$ cat config.mk
export PLATFORM = sky130hd
export DESIGN_NAME = tagged_debug_ring_buffer_unit
export DESIGN_NICKNAME = d
export VERILOG_FILES = /design/src/hdl/tdrb_pkg.sv /design/src/hdl/tdrb_ctrl.sv /design/src/hdl/tdrb_dpath.sv /design/src/hdl/tagged_debug_ring_buffer_unit.sv
export SDC_FILE = /design/constraint.sdc
export NUM_CORES = 2
export LEC_CHECK = 0
export ABC_AREA = 1
export BUFFER_PORTS_ARGS = -buffer_cell sky130_fd_sc_hd__buf_4
export CORE_MARGIN = 2
export CORE_UTILIZATION = 28
export DETAILED_ROUTE_END_ITERATION = 8
export PLACE_DENSITY_LB_ADDON = 0.12
export SLEW_MARGIN = 10
export SYNTH_ARGS = -nofsm -noshare
export SYNTH_HDL_FRONTEND = slang
export SYNTH_SLANG_ARGS = --single-unit
export TNS_END_PERCENT = 10
$ cat constraint.sdc
create_clock -name clk -period 33.4 [get_ports clk]
set_clock_uncertainty 0.1 [all_clocks]
set_input_delay 1.67 -clock clk [delete_from_list [all_inputs] [get_ports clk]]
set_output_delay 1.67 -clock clk [all_outputs]
set_load 0.02 [all_outputs]
$ cat src/hdl/tdrb_pkg.sv
// ----------------------------------------------------------------------------
// tdrb_pkg
// Shared types and constants for the tagged debug ring buffer.
// ----------------------------------------------------------------------------
package tdrb_pkg;

	localparam int unsigned DEPTH_DEFAULT = 240;
	localparam logic [7:0]  MARKER_RESET  = 8'd126;

	// action codes
	localparam logic [2:0] ACT_CHAR  = 3'd0;
	localparam logic [2:0] ACT_VALUE = 3'd1;
	localparam logic [2:0] ACT_READ  = 3'd2;
	localparam logic [2:0] ACT_QUERY = 3'd3;
	localparam logic [2:0] ACT_CLEAR = 3'd4;

	// controller to datapath
	typedef struct packed {
		logic capture;   // latch the input item
		logic put;       // attempt one byte store
		logic src_text;  // byte comes from the text byte, else from the record shifter
		logic str_char;  // put of a string character: track drop and count
		logic str_end;   // string terminator: reset string tracking
		logic rd_req;    // pop one byte
		logic clear;     // empty the buffer
		logic finish;    // load the result register
	} cmd_t;

	// datapath to controller
	typedef struct packed {
		logic [2:0] action;
		logic       text_zero;
		logic       vw_zero;
		logic       empty;
		logic       full;
		logic       dropping;
		logic       char_limit;
		logic       seq_last;
		logic       out_free;
	} stat_t;

endpackage

$ cat src/hdl/tdrb_ctrl.sv
// ----------------------------------------------------------------------------
// tdrb_ctrl
// Sequencer: takes one item, steps the datapath through its byte stores or
// its read, then hands the result to the output register.
// ----------------------------------------------------------------------------
module tdrb_ctrl (
	input  logic           clk,
	input  logic           arst_n,
	input  logic           in_valid,
	output logic           in_ready,
	input  tdrb_pkg::stat_t stat,
	output tdrb_pkg::cmd_t  cmd
);
	import tdrb_pkg::*;

	typedef enum logic [2:0] {
		S_IDLE = 3'b001,
		S_EXEC = 3'b010,
		S_FIN  = 3'b100
	} state_t;

	state_t state_q, state_d;

	always_ff @(posedge clk or negedge arst_n) begin
		if (!arst_n) begin
			state_q <= S_IDLE;
		end else begin
			state_q <= state_d;
		end
	end

	assign in_ready = (state_q == S_IDLE);

	always_comb begin
		cmd     = '0;
		state_d = state_q;
		unique case (state_q)
			S_IDLE: begin
				if (in_valid) begin
					cmd.capture = 1'b1;
					state_d     = S_EXEC;
				end
			end
			S_EXEC: begin
				state_d = S_FIN;
				unique case (stat.action)
					ACT_CHAR: begin
						cmd.src_text = 1'b1;
						if (stat.text_zero) begin
							cmd.put     = 1'b1;
							cmd.str_end = 1'b1;
						end else if (!stat.dropping && !stat.char_limit) begin
							cmd.put      = 1'b1;
							cmd.str_char = 1'b1;
						end
					end
					ACT_VALUE: begin
						if (!stat.vw_zero) begin
							cmd.put = 1'b1;
							// record stops at the first dropped byte
							if (!stat.full && !stat.seq_last) begin
								state_d = S_EXEC;
							end
						end
					end
					ACT_READ: begin
						if (!stat.empty) begin
							cmd.rd_req = 1'b1;
						end
					end
					ACT_CLEAR: begin
						cmd.clear = 1'b1;
					end
					default: begin
					end
				endcase
			end
			S_FIN: begin
				if (stat.out_free) begin
					cmd.finish = 1'b1;
					state_d    = S_IDLE;
				end
			end
			default: begin
				state_d = S_IDLE;
			end
		endcase
	end

	sva_capture_idle: assert property (@(posedge clk) disable iff (!arst_n)
		cmd.capture |-> in_valid && in_ready)
		else $error("capture outside idle");

	sva_exec_follows: assert property (@(posedge clk) disable iff (!arst_n)
		cmd.capture |=> state_q == S_EXEC)
		else $error("item did not start");

	sva_finish_free: assert property (@(posedge clk) disable iff (!arst_n)
		cmd.finish |-> stat.out_free)
		else $error("result loaded over a waiting result");

endmodule

$ cat src/hdl/tdrb_dpath.sv
// ----------------------------------------------------------------------------
// tdrb_dpath
// Byte store, ring indices, string tracking, record shifter and result
// register.
// ----------------------------------------------------------------------------
module tdrb_dpath #(
	parameter int unsigned DEPTH = tdrb_pkg::DEPTH_DEFAULT
) (
	input  logic            clk,
	input  logic            arst_n,
	input  tdrb_pkg::cmd_t  cmd,
	output tdrb_pkg::stat_t stat,
	input  logic [2:0]      action,
	input  logic [7:0]      text_byte,
	input  logic [31:0]     value,
	input  logic [1:0]      value_width,
	input  logic [7:0]      size_cap,
	input  logic            cfg_valid,
	input  logic [7:0]      cfg_data,
	input  logic            out_ready,
	output logic            out_valid,
	output logic [7:0]      read_data,
	output logic            read_stop,
	output logic [7:0]      read_size,
	output logic            write_dropped
);
	import tdrb_pkg::*;

	localparam int unsigned IDX_W = (DEPTH > 1) ? $clog2(DEPTH) : 1;
	localparam int unsigned CNT_W = $clog2(DEPTH + 1);

	// control state
	logic [IDX_W-1:0] wr_q, rd_q;
	logic             empty_q, dropping_q, drop_q, stop_q, out_valid_q;
	logic [CNT_W-1:0] char_q;
	logic [2:0]       cnt_q;
	logic [7:0]       marker_q;

	// item registers
	logic [2:0]  act_q;
	logic [7:0]  text_q, max_q;
	logic [39:0] seq_q;
	logic        vwz_q;

	logic [39:0] seq_d;
	logic [2:0]  cnt_d;

	logic [IDX_W-1:0] wr_next, wr_prev, rd_next;
	logic             full;
	logic [7:0]       put_byte;

	logic             mem_we;
	logic [IDX_W-1:0] mem_wa;
	logic [7:0]       mem_wd;
	logic [7:0]       mem [DEPTH];
	logic [7:0]       mem_rd_q;

	logic [CNT_W-1:0] sz;
	logic [7:0]       sz8, size_clamp;

	assign wr_next = (wr_q == IDX_W'(DEPTH - 1)) ? '0 : wr_q + IDX_W'(1);
	assign wr_prev = (wr_q == '0) ? IDX_W'(DEPTH - 1) : wr_q - IDX_W'(1);
	assign rd_next = (rd_q == IDX_W'(DEPTH - 1)) ? '0 : rd_q + IDX_W'(1);
	assign full    = !empty_q && (wr_q == rd_q);

	assign put_byte = cmd.src_text ? text_q : seq_q[39:32];

	// tag byte on top, value left aligned below it, one byte out per store
	always_comb begin
		unique case (value_width)
			2'd1: begin
				seq_d = {6'd0, value_width, value[7:0], 24'd0};
				cnt_d = 3'd2;
			end
			2'd2: begin
				seq_d = {6'd0, value_width, value[15:0], 16'd0};
				cnt_d = 3'd3;
			end
			default: begin
				seq_d = {6'd0, value_width, value};
				cnt_d = 3'd5;
			end
		endcase
	end

	// on overflow the newest stored byte becomes the marker
	always_comb begin
		mem_we = cmd.put;
		mem_wa = full ? wr_prev : wr_q;
		mem_wd = full ? marker_q : put_byte;
	end

	always_ff @(posedge clk) begin
		if (mem_we) begin
			mem[mem_wa] <= mem_wd;
		end
		if (cmd.rd_req) begin
			mem_rd_q <= mem[rd_q];
		end
	end

	always_ff @(posedge clk or negedge arst_n) begin
		if (!arst_n) begin
			wr_q       <= '0;
			rd_q       <= '0;
			empty_q    <= 1'b1;
			dropping_q <= 1'b0;
			char_q     <= '0;
			drop_q     <= 1'b0;
			stop_q     <= 1'b0;
			cnt_q      <= '0;
			marker_q   <= MARKER_RESET;
		end else begin
			if (cfg_valid) begin
				marker_q <= cfg_data;
			end
			if (cmd.capture) begin
				drop_q <= 1'b0;
				stop_q <= empty_q;
				cnt_q  <= cnt_d;
			end
			if (cmd.put) begin
				if (full) begin
					drop_q <= 1'b1;
				end else begin
					wr_q    <= wr_next;
					empty_q <= 1'b0;
				end
				if (!cmd.src_text) begin
					cnt_q <= cnt_q - 3'd1;
				end
			end
			if (cmd.str_char) begin
				if (full) begin
					dropping_q <= 1'b1;
				end else begin
					char_q <= char_q + CNT_W'(1);
				end
			end
			if (cmd.str_end) begin
				dropping_q <= 1'b0;
				char_q     <= '0;
			end
			if (cmd.rd_req) begin
				rd_q <= rd_next;
				if (wr_q == rd_next) begin
					empty_q <= 1'b1;
				end
			end
			if (cmd.clear) begin
				wr_q       <= '0;
				rd_q       <= '0;
				empty_q    <= 1'b1;
				dropping_q <= 1'b0;
				char_q     <= '0;
			end
		end
	end

	always_ff @(posedge clk) begin
		if (cmd.capture) begin
			act_q  <= action;
			text_q <= text_byte;
			max_q  <= size_cap;
			vwz_q  <= (value_width == 2'd0);
			seq_q  <= seq_d;
		end else if (cmd.put && !cmd.src_text) begin
			seq_q <= {seq_q[31:0], 8'd0};
		end
	end

	// occupancy, clamped
	always_comb begin
		if (wr_q == rd_q) begin
			sz = CNT_W'(DEPTH);
		end else if (wr_q > rd_q) begin
			sz = CNT_W'(wr_q - rd_q);
		end else begin
			sz = CNT_W'(DEPTH) - CNT_W'(rd_q - wr_q);
		end
		sz8        = empty_q ? 8'd0 : 8'(sz);
		size_clamp = (sz8 > max_q) ? max_q : sz8;
	end

	always_ff @(posedge clk or negedge arst_n) begin
		if (!arst_n) begin
			out_valid_q <= 1'b0;
		end else if (cmd.finish) begin
			out_valid_q <= 1'b1;
		end else if (out_ready) begin
			out_valid_q <= 1'b0;
		end
	end

	always_ff @(posedge clk) begin
		if (cmd.finish) begin
			read_data     <= (act_q == ACT_READ && !stop_q) ? mem_rd_q : 8'd0;
			read_stop     <= (act_q == ACT_READ) && stop_q;
			read_size     <= (act_q == ACT_QUERY) ? size_clamp : 8'd0;
			write_dropped <= drop_q;
		end
	end

	assign out_valid = out_valid_q;

	always_comb begin
		stat            = '0;
		stat.action     = act_q;
		stat.text_zero  = (text_q == 8'd0);
		stat.vw_zero    = vwz_q;
		stat.empty      = empty_q;
		stat.full       = full;
		stat.dropping   = dropping_q;
		stat.char_limit = (char_q == CNT_W'(DEPTH));
		stat.seq_last   = (cnt_q == 3'd1);
		stat.out_free   = !out_valid_q || out_ready;
	end

	sva_full_holds: assert property (@(posedge clk) disable iff (!arst_n)
		cmd.put && full |=> $stable(wr_q) && $stable(rd_q) && drop_q)
		else $error("overflowing store moved the write index");

	sva_read_nonempty: assert property (@(posedge clk) disable iff (!arst_n)
		cmd.rd_req |-> !empty_q)
		else $error("pop from empty buffer");

	sva_clear: assert property (@(posedge clk) disable iff (!arst_n)
		cmd.clear |=> empty_q && wr_q == '0 && rd_q == '0 && !dropping_q)
		else $error("clear left state behind");

	sva_char_bound: assert property (@(posedge clk) disable iff (!arst_n)
		char_q <= CNT_W'(DEPTH))
		else $error("string count beyond depth");

endmodule

$ cat src/hdl/tagged_debug_ring_buffer_unit.sv
// ----------------------------------------------------------------------------
// tagged_debug_ring_buffer_unit
// Byte ring buffer for log strings and tagged value records.
// ----------------------------------------------------------------------------
// One item is in work at a time: it is taken in, then the datapath makes
// its byte stores one after another or its read, and then the result
// register is loaded once the output is free. A string character makes at
// most one byte store; a value record stores a tag plus 1, 2 or 4 bytes
// through the single write port of the byte store. A new item is taken while the
// previous result still waits at the output. The byte store needs no
// clearing after reset; the overflow marker may be written at any time the
// block is idle.
module tagged_debug_ring_buffer_unit #(
	parameter int unsigned DEPTH = tdrb_pkg::DEPTH_DEFAULT
) (
	input  logic        clk,
	input  logic        arst_n,
	input  logic        in_valid,
	output logic        in_ready,
	input  logic [2:0]  action,
	input  logic [7:0]  text_byte,
	input  logic [31:0] value,
	input  logic [1:0]  value_width,
	input  logic [7:0]  size_cap,
	output logic        out_valid,
	input  logic        out_ready,
	output logic [7:0]  read_data,
	output logic        read_stop,
	output logic [7:0]  read_size,
	output logic        write_dropped,
	input  logic        cfg_valid,
	output logic        cfg_ready,
	input  logic [7:0]  cfg_data
);
	import tdrb_pkg::*;

	cmd_t  cmd;
	stat_t stat;

	assign cfg_ready = 1'b1;

	tdrb_ctrl u_ctrl (
		.clk      (clk),
		.arst_n   (arst_n),
		.in_valid (in_valid),
		.in_ready (in_ready),
		.stat     (stat),
		.cmd      (cmd)
	);

	tdrb_dpath #(
		.DEPTH (DEPTH)
	) u_dpath (
		.clk           (clk),
		.arst_n        (arst_n),
		.cmd           (cmd),
		.stat          (stat),
		.action        (action),
		.text_byte     (text_byte),
		.value         (value),
		.value_width   (value_width),
		.size_cap      (size_cap),
		.cfg_valid     (cfg_valid),
		.cfg_data      (cfg_data),
		.out_ready     (out_ready),
		.out_valid     (out_valid),
		.read_data     (read_data),
		.read_stop     (read_stop),
		.read_size     (read_size),
		.write_dropped (write_dropped)
	);

endmodule

==> results_dict.tcl <==
set metrics [dict create \
    post_cts_resized 0 \
    routed_wl_mm 280 \
    r2r_cells 11 \
    reg_top3 "u_dpath.mem x1920, u_dpath.seq_q x40" \
    wl_met2_mm 135 \
    combPwrFrac 0.304 \
    hold_viol_final 0 \
    p_clk_frac 0.284 \
    cts_buffers 234 \
    r2r_end "u_dpath.mem[63][1]" \
    maxCapViolations 0 \
    power.internal_w 0.00556 \
    report.final.slew_viol_count 0 \
    synth_edf_count 2006 \
    clkTransAtPathRegs_ns 0.07 \
    clock-root-buffer "clkbuf_16" \
    ys_ff_latch 2049 \
    syn2layout_area_growth_pct 14.4 \
    avgViaCountPerCell 4.82 \
    swShare 0.376 \
    tightest_slew_ns 1.15 \
    place_congestion 0.800 \
    arrival_ns 6.45 \
    powerDensity_nw_per_um2 91.3 \
    hold_path_depth 2 \
    min-delay-start "u_dpath.stop_q" \
    p_switching_w 0.00335 \
    grt_pass1_wl_mm 402 \
    fmax_mhz 165 \
    die_width_um 556 \
    mappedNetlistArea_um2 85300 \
    synth_flop_cell "edfxtp_1" \
    syn_nets 7605 \
    ir_worst_vdd_uv 133 \
    grt_pass1_vias 56200 \
    clk_latency_ns 0.93 \
    avgSynthCellArea_um2 11.4 \
    io_buffers 85 \
    cp-start-kind "flop" \
    start_util 0.281 \
    largest_reg_flops 1920 \
    cts_buffer_depth 4 \
    chipHeight_um 556 \
    critPathKind "reg2reg" \
    nFillCells 30400 \
    ant_nets 0 \
    grt_max_degree 182 \
    fin_util 0.322 \
    cts_tree "built" \
    dp.cells 11200 \
    leakagePower_nw 34.4 \
    crit_required_ns 33.79 \
    nets 7572 \
    antenna_found_initial 10 \
    drive_above_1_share 0.0767 \
    setup-tns-final_ns 0 \
    post-cts-setup-buffer-count 0 \
    cp-end-kind "flop" \
    vias 56100 \
    met3WireLength_mm 12.2 \
    h-tree-depth 4 \
    slew_headroom 0.232 \
    seqPwrFrac 0.412 \
    coreArea_um2 303000 \
    dp_hpwl_mm 160 \
    rr_startpoint "u_dpath.rd_q[7]" \
    hold_buffers 0 \
    top_layer "met4" \
    synth_cell_types 49 \
    grt_overflow 0 \
    drtIter0Drc 4887 \
    period_share 0.181 \
    synthCells 7498 \
    io_pins 87 \
    status "finished, final reports clean" \
    ys_async_sr_fraction 0.0210 \
    yosysSeqAreaShare 0.719 \
    finalSetupViolations 0 \
    dr.pass1.iters 5 \
    cts_sinks 2049 \
    dieArea_um2 309000 \
    ys_warn_count 0 \
    top_register "u_dpath.mem" \
    drc 0 \
    grt_usage 0.177 \
    rsz0062_at_grt "false" \
    hold_path_class "reg2reg" \
    detail_route.wl_per_cell_um 24.0 \
    hold_end "u_dpath.stop_q" \
    fin_crit_ns 6.05 \
    cp_max_fo 77 \
    drt-met1-wl_mm 127 \
    num_rows 202 \
    r2r_setup_slack_ns 27.35 \
    instances_no_fill 11600 \
]
placed cells by master (no fill, tap or decap), types with 6 or more instances in the layout:
cell        count
a21boi_0       34
a21oi_1       282
buf_12          9
buf_4         172
bufinv_16      22
clkbuf_1       41
clkbuf_16     235
clkinv_1       63
clkinv_2       46
clkinv_4        8
clkinvlp_4      8
dfrtp_1        30
dfstp_2         8
edfxtp_1     2006
ha_1           36
inv_1         279
inv_2          10
nand2_1      1758
nand2_2        14
nand2_4         6
nand3_1       663
nand3b_1        6
nand4_1        13
nor2_1       1070
nor3_1         50
o211ai_1       95
o21ai_0       519
o22ai_1        76
o22ai_4         7
xnor2_1         6
xor2_1         15
metrics by stage:
stage / setup WS, ns / hold WS, ns / power, W / area [µm²]
after floorplan: 22.81 / 0.325 / 0.00542 / 85300
after global placement: 27.39 / 0.374 / 0.00651 / 90100
after detailed placement: 27.35 / 0.384 / 0.00651 / 90100
after CTS: 27.27 / 0.397 / 0.00904 / 97500
after global routing: 27.01 / 0.448 / 0.00933 / 97500
final: 27.35 / 0.389 / 0.00891 / 97500
worst max-delay path: stages (launching register included):
cell and delay, ns:
dfrtp_1 0.50, inv_1 0.69, ha_1 0.43, inv_2 0.12, nor3_4 0.05, nand2_2 0.14
inv_2 0.08, nand2_2 0.58, o21ai_0 0.31, o22ai_4 0.58, buf_4 0.96, buf_4 0.93
layout make-up:
cell class	count	area, µm²	area share
clock inverter	148	1360	0.0139
multi-input combinational	4700	21200	0.217
tap	3978	4980	0.0510
inverter	299	1150	0.0118
timing repair buffer	181	1470	0.0151
antenna	2	5.00	0.0000513
sequential	2049	61300	0.629
clock buffer	279	6080	0.0623
power by group through the flow:
stage	Combinational (W)	Clock [W]	Sequential (W)
final	0.00271	0.00253	0.00367
after global routing	0.00297	0.00268	0.00368
after CTS	0.00278	0.00259	0.00367
after detailed placement	0.00278	0	0.00373
after global placement	0.00279	0	0.00373
after floorplan	0.00141	0	0.00402
worst max path at each step:
| stage | end | startpoint | slack (ns) |
|---|---|---|---|
| final | u_dpath.mem[63][1] | u_dpath.rd_q[7] | 27.35 |
| after global routing | u_dpath.mem[62][1] | u_dpath.rd_q[6] | 27.01 |
| after CTS | u_dpath.mem[63][1] | u_dpath.rd_q[1] | 27.27 |
| after detailed placement | u_dpath.mem[228][1] | u_dpath.rd_q[1] | 27.35 |
| after global placement | u_dpath.mem[228][1] | u_dpath.rd_q[1] | 27.39 |
| after floorplan | u_dpath.mem[0][6] | u_dpath.rd_q[3] | 22.81 |
metal layers:
layer | global-route usage | up-vias
met5 | 0 | -
met4 | 0.0389 | 0
met3 | 0.0211 | 331
met2 | 0.298 | 1354
met1 | 0.243 | 28400
li1 | - | 26000
kinds of logic (layout without fill, tap and decap cells):
group,count (synthesis),in the layout,share of synthesized area
xor+xnor,21,21,0.00216
other cells,1,3,0.0000440
simple gates,3604,3604,0.172
mux,1,1,0.000132
compound gates,1032,1032,0.0660
fa+ha+maj,41,41,0.00646
buf+inv,749,907,0.0346
flops,2049,2049,0.719
cell usage after synthesis, types with 2 or more instances:
| cell | instances | area [µm²] |
|---|---|---|
| nor2_1 | 1071 | 4020 |
| o21ai_2 | 3 | 26.3 |
| nor3_4 | 3 | 48.8 |
| buf_2 | 100 | 500 |
| inv_2 | 11 | 41.3 |
| nand3b_1 | 6 | 45.0 |
| o211ai_1 | 95 | 713 |
| o21ai_0 | 519 | 2600 |
| clkbuf_1 | 301 | 1130 |
| edfxtp_1 | 2006 | 60200 |
| ha_1 | 36 | 450 |
| nor4_1 | 2 | 12.5 |
| fa_1 | 5 | 100 |
| xnor2_1 | 6 | 52.6 |
| nor2_2 | 3 | 18.8 |
| dfrtp_1 | 35 | 876 |
| nand2_1 | 1761 | 6610 |
| and3_1 | 2 | 12.5 |
| dfstp_2 | 8 | 210 |
| o21bai_1 | 2 | 15.0 |
| a21boi_0 | 34 | 255 |
| nand4_1 | 13 | 81.3 |
| a31oi_1 | 4 | 25.0 |
| nor3_1 | 50 | 250 |
| or2_2 | 4 | 25.0 |
| clkinv_1 | 7 | 26.3 |
| nand3_1 | 663 | 3320 |
| a211oi_1 | 4 | 30.0 |
| o21ai_1 | 3 | 15.0 |
| nand2_2 | 17 | 106 |
| buf_1 | 46 | 173 |
| inv_1 | 281 | 1050 |
| a21oi_1 | 282 | 1410 |
| o22ai_1 | 83 | 519 |
| nor2_4 | 4 | 45.0 |
| xor2_1 | 15 | 131 |
Note: power is estimated with default switching activity, not from simulation.
